<file path="config.mk">
export PLATFORM = sky130hd
export DESIGN_NAME = stsi_cell
export DESIGN_NICKNAME = d
export VERILOG_FILES = /design/src/rtl/stsi_pkg.sv /design/src/rtl/stsi_cell.sv
export SDC_FILE = /design/constraint.sdc
export NUM_CORES = 1
export LEC_CHECK = 0
export CAP_MARGIN = 25
export CORE_ASPECT_RATIO = 1.5
export CORE_MARGIN = 8
export CORE_UTILIZATION = 40
export DETAILED_ROUTE_END_ITERATION = 6
export DONT_BUFFER_PORTS = 1
export PLACE_DENSITY = 0.55
export SYNTH_ARGS = -nofsm -noshare
export SYNTH_HDL_FRONTEND = slang
export SYNTH_SLANG_ARGS = --single-unit
</file>
<file path="constraint.sdc">
create_clock -name i_clk -period 4.77 [get_ports i_clk]
set_clock_uncertainty 0.2 [all_clocks]
set_input_delay 0.7155 -clock i_clk [delete_from_list [all_inputs] [get_ports i_clk]]
set_output_delay 0.7155 -clock i_clk [all_outputs]
set_load 0.005 [all_outputs]
</file>
<file path="src/rtl/stsi_pkg.sv">
// Shared constants and types for the sorted table block.
package stsi_pkg;

    localparam int DEPTH      = 64;
    localparam int VALUE_BITS = 32;
    localparam int CNT_W      = $clog2(DEPTH + 1);
    localparam int REQ_W      = 2;

    typedef enum logic [REQ_W-1:0] {
        REQ_INSERT = 2'd0,
        REQ_DELETE = 2'd1,
        REQ_SEARCH = 2'd2
    } t_req;

    typedef struct packed {
        logic                         ins;
        logic                         del;
        logic signed [VALUE_BITS-1:0] value;
    } t_stsi_cmd;

endpackage

</file>
<file path="src/rtl/stsi_cell.sv">
// One compare-and-shift cell of the sorted table chain.
module stsi_cell
    import stsi_pkg::*;
(
    input  logic                         i_clk,
    input  t_stsi_cmd                    i_cmd,
    input  logic                         i_valid,
    input  logic                         i_left_lt,
    input  logic signed [VALUE_BITS-1:0] i_left_val,
    input  logic signed [VALUE_BITS-1:0] i_right_val,
    output logic                         o_lt,
    output logic                         o_hit,
    output logic signed [VALUE_BITS-1:0] o_val
);

    logic signed [VALUE_BITS-1:0] r_val;
    logic signed [VALUE_BITS-1:0] n_val;
    logic                         first;

    assign o_lt  = i_valid && (r_val < i_cmd.value);
    assign first = !o_lt && i_left_lt;
    assign o_hit = first && i_valid && (r_val == i_cmd.value);
    assign o_val = r_val;

    always_comb begin
        n_val = r_val;
        if (i_cmd.ins && !o_lt) begin
            n_val = first ? i_cmd.value : i_left_val;
        end else if (i_cmd.del && !o_lt) begin
            n_val = i_right_val;
        end
    end

    always_ff @(posedge i_clk) begin
        r_val <= n_val;
    end

endmodule

</file>
# [After elaboration in Yosys (flattened, before gate mapping)]
# Index checks and enable logic that the tools add are counted.
[totals] ff_bits=32 input_bits=101 out_inout_bits=34 word_cells=14
[classes] order_cmp=1 eq_ne=1 mux=3 reduce_logical=8
[ops] op="$mux W32" n=3
[ops] op="$eq A32 B32 Y1" n=1
[ops] op="$lt A32 B32 Y1" n=1
[ops] op="$logic_and A1 B1 Y1" n=6
[ops] op="$reduce_bool A2 Y1" n=1
[ops] op="$logic_not A1 Y1" n=1

# [Longest topological paths before layout]
# Gate-level depths: netlist (run 1).
[depth] word_depth=6 ltp_mapped=9 depth_no_buf=8

# [Least setup slack after synthesis (run 1)]
# No wires, ideal clock.
[synth_path] kind="input to register" from="input i_cmd[14] (netlist bit)" to="register r_val[0] (netlist: o_val[0]) (enable)" setup_ps=391 arrival_time_ps=2727 required_ps=4179 slack_ps=1452 cell_stages=8 path_buffers=0 path_cell_list="inv_1 -> ha_1 -> nand4_1 -> nor4_1 -> a21boi_0 -> o31ai_2 -> nand4_1 -> o21a_1"
[synth_via] elab_chain_len=5 elab_cells_between_ends=6 cone_classes="order compare: 1; reduce/logical: 5"
[synth_lines] element="start, declared" line_no="stsi_cell.sv:6" rtl="input t_stsi_cmd i_cmd,"
[synth_lines] element="$lt A32 B32 Y1 (*)" line_no="stsi_cell.sv:20" rtl="assign o_lt = i_valid && (r_val < i_cmd.value);"
[synth_lines] element="$logic_and A1 B1 Y1 (*)" line_no="stsi_cell.sv:20"
[synth_lines] element="$logic_not A1 Y1 (*)" line_no="stsi_cell.sv:27, stsi_cell.sv:29"
[synth_lines] element="$logic_and A1 B1 Y1 (on tied branches)" line_no="stsi_cell.sv:27, stsi_cell.sv:29"
[synth_lines] element="$reduce_bool A2 Y1 (no source line) (*)"
[synth_lines] element="end signal, assigned" line_no="stsi_cell.sv:35" rtl="r_val <= n_val;"
[synth_lines] element="end, declared" line_no="stsi_cell.sv:16" rtl="logic signed [VALUE_BITS-1:0] r_val;"
# Every way passes the cells marked *; elsewhere a longest branch is shown, timed or not.
# A chain may end at the register's enable or synchronous reset.

# [Worst setup path in the final report (run 1)]
[layout_path] from="register r_val[15] (netlist: o_val[15])" to="output o_hit"
[layout_via] elab_chain_len=6 elab_cells_between_ends=7 cone_classes="order compare: 1; eq/ne: 1; reduce/logical: 5"
[layout_lines] element="$lt A32 B32 Y1" line_no="stsi_cell.sv:20"
[layout_lines] element="$logic_and A1 B1 Y1" line_no="stsi_cell.sv:20"
[layout_lines] element="$logic_not A1 Y1" line_no="stsi_cell.sv:21" rtl="assign first = !o_lt && i_left_lt;"
[layout_lines] element="$logic_and A1 B1 Y1" line_no="stsi_cell.sv:21"
[layout_lines] element="$logic_and A1 B1 Y1" line_no="stsi_cell.sv:22" rtl="assign o_hit = first && i_valid && (r_val == i_cmd.value);"
[layout_lines] element="$logic_and A1 B1 Y1 (*)" line_no="stsi_cell.sv:22"
[layout_lines] element="end, declared" line_no="stsi_cell.sv:12" rtl="output logic o_hit,"
# Marked as above.

==> qor.csv, run 1 <==
metric;value;unit
cts_sinks;32;
grt_use_total;0.133;
hold_violations;0;
holdPathEnd;o_val[28];
cts_setup_buffers;0;
multiInputGateArea;0.00157;mm²
grt_pass1_wl;10.2;mm
reg2reg_from;o_val[15];
overflow;0;
min_path_cells;1;
dp_slack;1110;ps
wl_per_cell;21.7;µm
r2r_end;o_val[0];
path_max_fanout;3;
cp_data_required_time;3850;ps
num_vias;1687;
syn_area;0.00271;mm²
synth-seq-cells;32;
start_util;0.404;
worst_slack;1290;ps
dpl_cell_area;0.00278;mm²
die-area;0.00972;mm²
hold_start;i_right_val[28];
cp-end-kind;primary output;
dieWidth;83.2;µm
clock.fmax;287;MHz
ff2ff_setup_slack;1450;ps
largest_reg_flops;32;
gp_congestion;0.753;
synth.distinct_cells;27;
maxSlewHeadroom;0.688;
final_cell_mix;inv_1 (34), mux2_2 (34), ha_1 (32), edfxtp_1 (32), mux2_4 (30);
setup_tns;0;ps
grt_max_degree;34;
tightestPinTransition;463;ps
antenna_found_initial;1;
ios;135;
clk_pin_slew_worst_paths;70;ps
seq_area_frac_synth;0.355;
finalHoldWorstSlack;447;ps
coreArea;0.00671;mm²
ctsResizeCount;0;
die_y;117;µm
crit_type;reg2out;
startpoint_type;register;
setup_viol;0;
irDropWorstVdd;0.000127;V
fin_nets;358;
drt-pass1-iter-count;3;
portBuffers;0;
routed_wirelength;6.61;mm
worst_r2r_path_depth;8;
power_density;304;mW/mm²
final_antenna_net_count;0;
grt_pass1_vias;1995;
drive_gt1_frac;0.327;
nFillCells;663;
p_leak;1.29;nW
htreeDepth;2;
area_growth;5.68;%
synthCells;222;
status;finished, final reports clean;
cts_tree;built;
remaining_drc_errors;0;
design_area;0.00286;mm²
arrival;2560;ps
seqCellArea;961;µm²
maxSlewViolCount;0;
cts-root-buf;clkbuf_8;
yosys_warnings;0;
ctsLongestPathBuffers;2;
dpl.hpwl;5.43;mm
fin_crit_sh;0.730;
drv_cap;0;
min_period;3480;ps
drt-initial-drc-count;27;
num_rows;37;
synth.avg_cell_area;12.2;µm²
vias_per_cell;5.53;
cts_buffers;5;
cts_hold_buf;0;
syn-num-nets;355;
clkLatencyLatePin;280;ps
rsz0062_at_grt;no;
hp-class;in2reg;
## layout make-up
type	instances	area share
clock inverters	1	0.00131
repair buffers	3	0.00786
well taps	78	0.0341
clock buffers	7	0.0266
diodes	1	0.000874
flip-flops and latches	32	0.336
multi-input cells	149	0.549
inverters	34	0.0446
## layer usage
metal,vias to the layer above,global-route usage,part of all wire
li1,823,-,-
met1,781,0.130,0.35
met2,77,0.238,0.53
met3,6,0.0609,0.11
met4,0,0.0529,0.012
met5,-,0,0
## worst max-delay path: stages, from the launching register on
cell      delay (ps)
edfxtp_1         440
ha_1             350
nand4_1          180
nor4_1           500
a21boi_0         290
o31ai_2          120
nand4_1          160
and4_1           250
## where the power goes
| group | internal, mW | switching (mW) |
|---|---|---|
| Clock | 0.102 | 0.102 |
| Sequential | 0.375 | 0.0403 |
| Combinational | 0.134 | 0.117 |
## cells in the mapped netlist, drive strengths merged
cell type   n  area [µm²]
a41oi       1        27.5
o21a        1        7.51
ha         32         400
mux2i       1        10.0
a2bb2oi     1        8.76
a21o        4        30.0
nor3        1        5.00
clkbuf      4        15.0
inv        34         128
nand2       6        22.5
o21bai      2        15.0
nor2b       1        6.26
mux2       64         833
nor4        3        18.8
edfxtp     32         961
and4        1        8.76
a221o       1        10.0
a21oi      11        55.1
nand4       8        50.1
buf         3        33.8
a211oi      1        7.51
o21ai       3        15.0
a21boi      1        7.51
o31ai       1        12.5
nor2        3        11.3
nand3       2        10.0
## kinds of logic (layout without fill, tap and decap cells)
group,after synthesis,count (layout),share of synthesized area
buffers and inverters,41,45,0.0651
AND/OR/NAND/NOR,25,25,0.0489
flip-flops,32,32,0.355
AO/OA/AOI/OAI,27,27,0.0725
adder cells (fa/ha/maj),32,32,0.148
other,0,1,0
multiplexers,65,65,0.311
## worst max-delay path by stage
stage	startpoint	to	slack [ps]	depth (start not counted)
4_1_cts	o_val[15]	o_hit	1170	7
3_3_place_gp	i_cmd[15]	o_val[0]	1070	9
5_1_grt	o_val[15]	o_hit	1110	7
2_1_floorplan	i_cmd[14]	o_val[0]	1450	8
3_5_place_dp	i_cmd[15]	o_val[0]	1110	9
6_report	o_val[15]	o_hit	1290	7
## per-stage QoR
| stage | instances | total power [mW] | util |
|---|---|---|---|
| final | 305 | 0.870 | 0.427 |
| after global routing | 305 | 0.931 | 0.427 |
| after CTS | 304 | 0.890 | 0.426 |
| after detailed placement | 296 | 0.680 | 0.414 |
| after global placement | 296 | 0.677 | 0.414 |
| after floorplan | 222 | 0.623 | - |
Note: power is estimated with default switching activity, not from simulation.
==> inputs of run 2 (changes only) <==
==> constraint.sdc (replaced) <==
create_clock -name i_clk -period 3.6 [get_ports i_clk]
set_clock_uncertainty 0.2 [all_clocks]
set_input_delay 0.54 -clock i_clk [delete_from_list [all_inputs] [get_ports i_clk]]
set_output_delay 0.54 -clock i_clk [all_outputs]
set_load 0.005 [all_outputs]
==> qor.csv, run 2 (synthesis gave the netlist of run 1 again) <==
metric;value;unit;change
status;finished, final reports clean;;
antenna_cells;0;;-1
hold_violations;0;;unchanged
rsz0062_at_grt;no;;
swShare;0.299;;+0.00101
antenna_found_initial;0;;-1
cp-end-kind;primary output;;
grt_pass1_wl;10.3;mm;+0.68%
maxSlewHeadroom;0.751;;+0.0627
total_power;1.16;mW;+33%
final_antenna_net_count;0;;unchanged
tightestPinTransition;372;ps;-91.0 ps
power_density;403;mW/mm²;+33%
ios;135;;unchanged
grt_max_degree;34;;unchanged
drv_cap;0;;unchanged
num_rows;37;;unchanged
final_cell_mix;inv_1 (34), mux2_2 (34), ha_1 (32), edfxtp_1 (32), mux2_4 (30);;
remaining_drc_errors;0;;unchanged
maxSlewViolCount;0;;unchanged
clockPowerShare;0.231;;-0.003
drive_gt1_frac;0.333;;+0.00590
coreArea;0.00671;mm²;unchanged
grt_use_total;0.136;;+0.00357
fin_crit_sh;0.922;;
power_frac_comb;0.295;;+0.006
wl_per_cell;22.3;µm;+2.8%
overflow;0;;unchanged
fin_nets;360;;+0.56%
nFillCells;652;;-1.7%
routed_wirelength;6.82;mm;+3.1%
cts_hold_buf;0;;unchanged
pwr-share-seq;0.474;;-0.004
clock.fmax;301;MHz;
dpl.hpwl;5.66;mm;+4.1%
area_growth;6.14;%;
dieWidth;83.2;µm;unchanged
clkLatencyLatePin;290;ps;about the same
portBuffers;0;;unchanged
gp_congestion;0.769;;+2.1%
die_y;117;µm;unchanged
cts_tree;built;;
cts_setup_buffers;0;;unchanged
largest_reg_flops;32;;unchanged
cts_buffers;5;;unchanged
ctsLongestPathBuffers;2;;unchanged
arrival;2580;ps;+20 ps
crit_type;reg2out;;
setup_viol;0;;unchanged
startpoint_type;register;;
setup_tns;0;ps;unchanged
num_vias;1698;;+0.65%
power_switching;346;µW;+34%
p_leak;1.30;nW;+0.74%
die-area;0.00972;mm²;unchanged
clk_pin_slew_worst_paths;70;ps;about the same
htreeDepth;2;;unchanged
irDropWorstVdd;0.000184;V;+45%
drt-initial-drc-count;33;;+22%
path_max_fanout;3;;unchanged
p_int;813;µW;+33%
cp_data_required_time;2860;ps;-990 ps
start_util;0.404;;unchanged
min_period;3320;ps;
ctsResizeCount;0;;unchanged
vias_per_cell;5.55;;+0.32%
drt-pass1-iter-count;4;;+1
grt_pass1_vias;1889;;-5.3%
hp-class;in2reg;;
cts_sinks;32;;unchanged
cts-root-buf;clkbuf_8;;
-- run 2: changes by cell type in the layout (fill, tap and decap cells not counted) --
| cell | change |
|---|---|
| buf_4 | +2 |
| diode_2 | -1 |
-- run 2: worst paths after layout --
| check | from | end | slack [ps] | cells past startpoint |
|---|---|---|---|---|
| worst max-delay path | o_val[7] | o_hit | 280 | 7 |
| worst min-delay path | i_right_val[9] | o_val[9] | 270 | 1 |
| worst max register to register | o_val[14] | o_val[12] | 410 | 8 |
| worst min register to register | o_val[31] | o_val[9] | 1190 | 4 |
-- run 2: metal layers --
layer / GRT usage / part of all wire / wire length [µm]
met4: 0.0494 / 0.013 / 90
met3: 0.0644 / 0.12 / 791
met1: 0.134 / 0.33 / 2280
met5: 0 / 0 / 0
met2: 0.245 / 0.54 / 3660
-- run 2: final cells by class --
cell class | count | area (µm²) | share of cell area
Multi-Input combinational cell | 149 | 1570 | 0.547
Sequential cell | 32 | 961 | 0.334
Inverter | 34 | 128 | 0.0444
Tap cell | 78 | 97.6 | 0.0339
Clock buffer | 7 | 76.3 | 0.0265
Timing Repair Buffer | 5 | 37.5 | 0.0130
Clock inverter | 1 | 3.75 | 0.00130
-- run 2: per-stage QoR --
| step | worst slack, ps | hold slack, ps | utilization | instance area (µm²) | std cells |
|---|---|---|---|---|---|
| 2_1_floorplan | 457 | 558 | - | 2710 | 222 |
| 6_report | 281 | 267 | 0.429 | 2880 | 306 |
| 3_3_place_gp | 294 | 558 | 0.417 | 2800 | 298 |
| 4_1_cts | 198 | 249 | 0.429 | 2880 | 306 |
| 5_1_grt | 11.1 | 246 | 0.429 | 2880 | 306 |
| 3_5_place_dp | 237 | 560 | 0.417 | 2800 | 298 |
-- run 2: worst max-delay path, cell delays in order (launching register included) --
cell	delay (ps)
edfxtp_1	420
ha_1	310
a21oi_1	160
o21ai_0	140
a221o_1	400
o31ai_2	350
nand4_1	230
and4_1	290
-- run 2: power by group through the flow --
stage	sequential [mW]	combinational [mW]	clock, mW
CTS	0.555	0.351	0.282
global placement	0.561	0.346	0
global route	0.560	0.384	0.295
detailed placement	0.563	0.349	0
finish	0.550	0.342	0.267
floorplan	0.540	0.285	0
==> inputs of run 3 (changes only) <==
--- a/config.mk
+++ b/config.mk
@@ -8,10 +8,10 @@
 export CAP_MARGIN = 25
 export CORE_ASPECT_RATIO = 1.5
 export CORE_MARGIN = 8
-export CORE_UTILIZATION = 40
+export CORE_UTILIZATION = 41
 export DETAILED_ROUTE_END_ITERATION = 6
 export DONT_BUFFER_PORTS = 1
-export PLACE_DENSITY = 0.55
+export PLACE_DENSITY = 0.56
 export SYNTH_ARGS = -nofsm -noshare
 export SYNTH_HDL_FRONTEND = slang
 export SYNTH_SLANG_ARGS = --single-unit
==> qor.csv, run 3 (synthesis gave the netlist of run 1 again) <==
metric;value;unit;change
maxSlewViolCount;0;;unchanged
dp_slack;329;ps;+92.2 ps
clock.fmax;303;MHz;+0.46%
dieWidth;82.4;µm;-0.99%
drv_cap;0;;unchanged
critPathTopFamily;compound AO/OA/AOI/OAI gates;;
wl_per_cell;21.7;µm;-2.8%
htreeDepth;2;;unchanged
setup_viol;0;;unchanged
setup_tns;0;ps;unchanged
path_max_fanout;3;;unchanged
num_rows;36;;-2.7%
power_density;402;mW/mm²;-0.20%
cts-root-buf;clkbuf_8;;
cts_tree;built;;
min_period;3300;ps;-15.0 ps
stdcell_count;301;;-1.6%
portBuffers;0;;unchanged
rsz0062_at_grt;no;;
worst_slack;296;ps;+15.0 ps
total_power;1.15;mW;-0.94%
start_util;0.421;;+0.0170
ctsResizeCount;0;;unchanged
cts_hold_buf;0;;unchanged
final_cell_mix;inv_1 (34), mux2_2 (34), ha_1 (32), edfxtp_1 (32), mux2_4 (30);;
min_path_cells;1;;unchanged
place_inst;293;;-1.7%
crit_slowest_cell;edfxtp_1;;
overflow;0;;unchanged
ctsLongestPathBuffers;2;;unchanged
antenna_found_initial;0;;unchanged
antenna_cells;0;;unchanged
gp_congestion;0.763;;-0.73%
crit_buf_inv;0;;unchanged
remaining_drc_errors;0;;unchanged
cp_data_required_time;2860;ps;about the same
drt-pass1-iter-count;4;;unchanged
cp-end-kind;primary output;;
crit_cells;7;;unchanged
fin_crit_sh;0.918;;-0.00418
grt_pass1_vias;1867;;-1.2%
finalHoldWorstSlack;271;ps;+3.47 ps
num_vias;1668;;-1.8%
grt_pass1_wl;9.56;mm;-6.8%
drt-initial-drc-count;41;;+24%
arrival;2560;ps;-20 ps
ios;135;;unchanged
multiInputGateArea;0.00157;mm²;about the same
hold_violations;0;;unchanged
cts_sinks;32;;unchanged
die-area;0.00952;mm²;-2.0%
startpoint_type;register;;
irDropWorstVdd;0.000188;V;+2.4%
crit_type;reg2out;;
coreArea;0.00644;mm²;-4.0%
clkLatencyLatePin;280;ps;about the same
drive_gt1_frac;0.338;;+0.00444
seqCellArea;961;µm²;unchanged
cts_buffers;5;;unchanged
maxSlewHeadroom;0.465;;-0.286
path_cells;ha_1 -> a21oi_1 -> o21ai_0 -> a221o_1 -> o31ai_2 -> nand4_1 -> and4_1;;
grt_max_degree;34;;unchanged
p_leak;1.29;nW;-0.64%
clk_pin_slew_worst_paths;70;ps;about the same
worst_r2r_path_depth;7;;-1
grt_use_total;0.135;;-0.00114
routed_wirelength;6.52;mm;-4.4%
nFillCells;630;;-3.4%
reg2reg_from;o_val[13];;
area_growth;5.36;%;
final_antenna_net_count;0;;unchanged
cts_setup_buffers;0;;unchanged
max_stage_delay;430;ps;about the same
vias_per_cell;5.54;;-0.14%
fin_nets;357;;-0.83%
crit_start;o_val[5];;
dpl.hpwl;5.41;mm;-4.4%
hold_start;i_right_val[5];;
largest_reg_flops;32;;unchanged
die_y;116;µm;-1.1%
tightestPinTransition;802;ps;+430 ps
hp-class;in2reg;;
status;finished, final reports clean;;
-- run 3: cell types whose count changed in the layout (fill, tap and decap cells not counted) --
| cell | previous run | this run |
|---|---|---|
| buf_4 | 5 | 2 |
| o21a_1 | 1 | 0 |
| o21a_2 | 0 | 1 |
| clkbuf_1 | 2 | 0 |
| clkinv_2 | 0 | 2 |
-- run 3: area by class of cell --
class,count,area share
timing repair buffer,2,0.00526
multi-input combinational,149,0.551
clock inverter,3,0.00482
tap,76,0.0333
clock buffer,5,0.0241
inverter,34,0.0447
sequential,32,0.337
-- run 3: worst reg2reg max path: cells and delay by family, from the launching register on --
| family | cells | cell delay, ps |
|---|---|---|
| and+or+nand+nor | 3 | 720 |
| adders and majority gates | 1 | 320 |
| DFF | 1 | 430 |
| AOI/OAI and AO/OA | 3 | 1060 |
-- run 3: routing by layer --
layer  global-route usage  part of all wire  vias up
met1                0.121              0.33      766
met4               0.0459             0.014        0
met3               0.0551              0.11        5
met2                0.257              0.55       77
met5                    0                 0        -
li1                     -                 -      820
-- run 3: final timing paths --
kind / end / slack [ps]
min: o_val[5] / 270
max reg2reg: o_val[30] / 480
max: o_hit / 300
min reg2reg: o_val[19] / 1310
-- run 3: power breakdown --
group          internal [mW]  switching [mW]
registers              0.497          0.0531
logic                  0.176           0.157
clock network          0.131           0.134
-- run 3: through the flow --
step,utilization,instance area (µm²)
3_5_place_dp,0.430,2770
4_1_cts,0.443,2860
6_report,0.443,2860
5_1_grt,0.443,2860
2_1_floorplan,-,2710
3_3_place_gp,0.430,2770
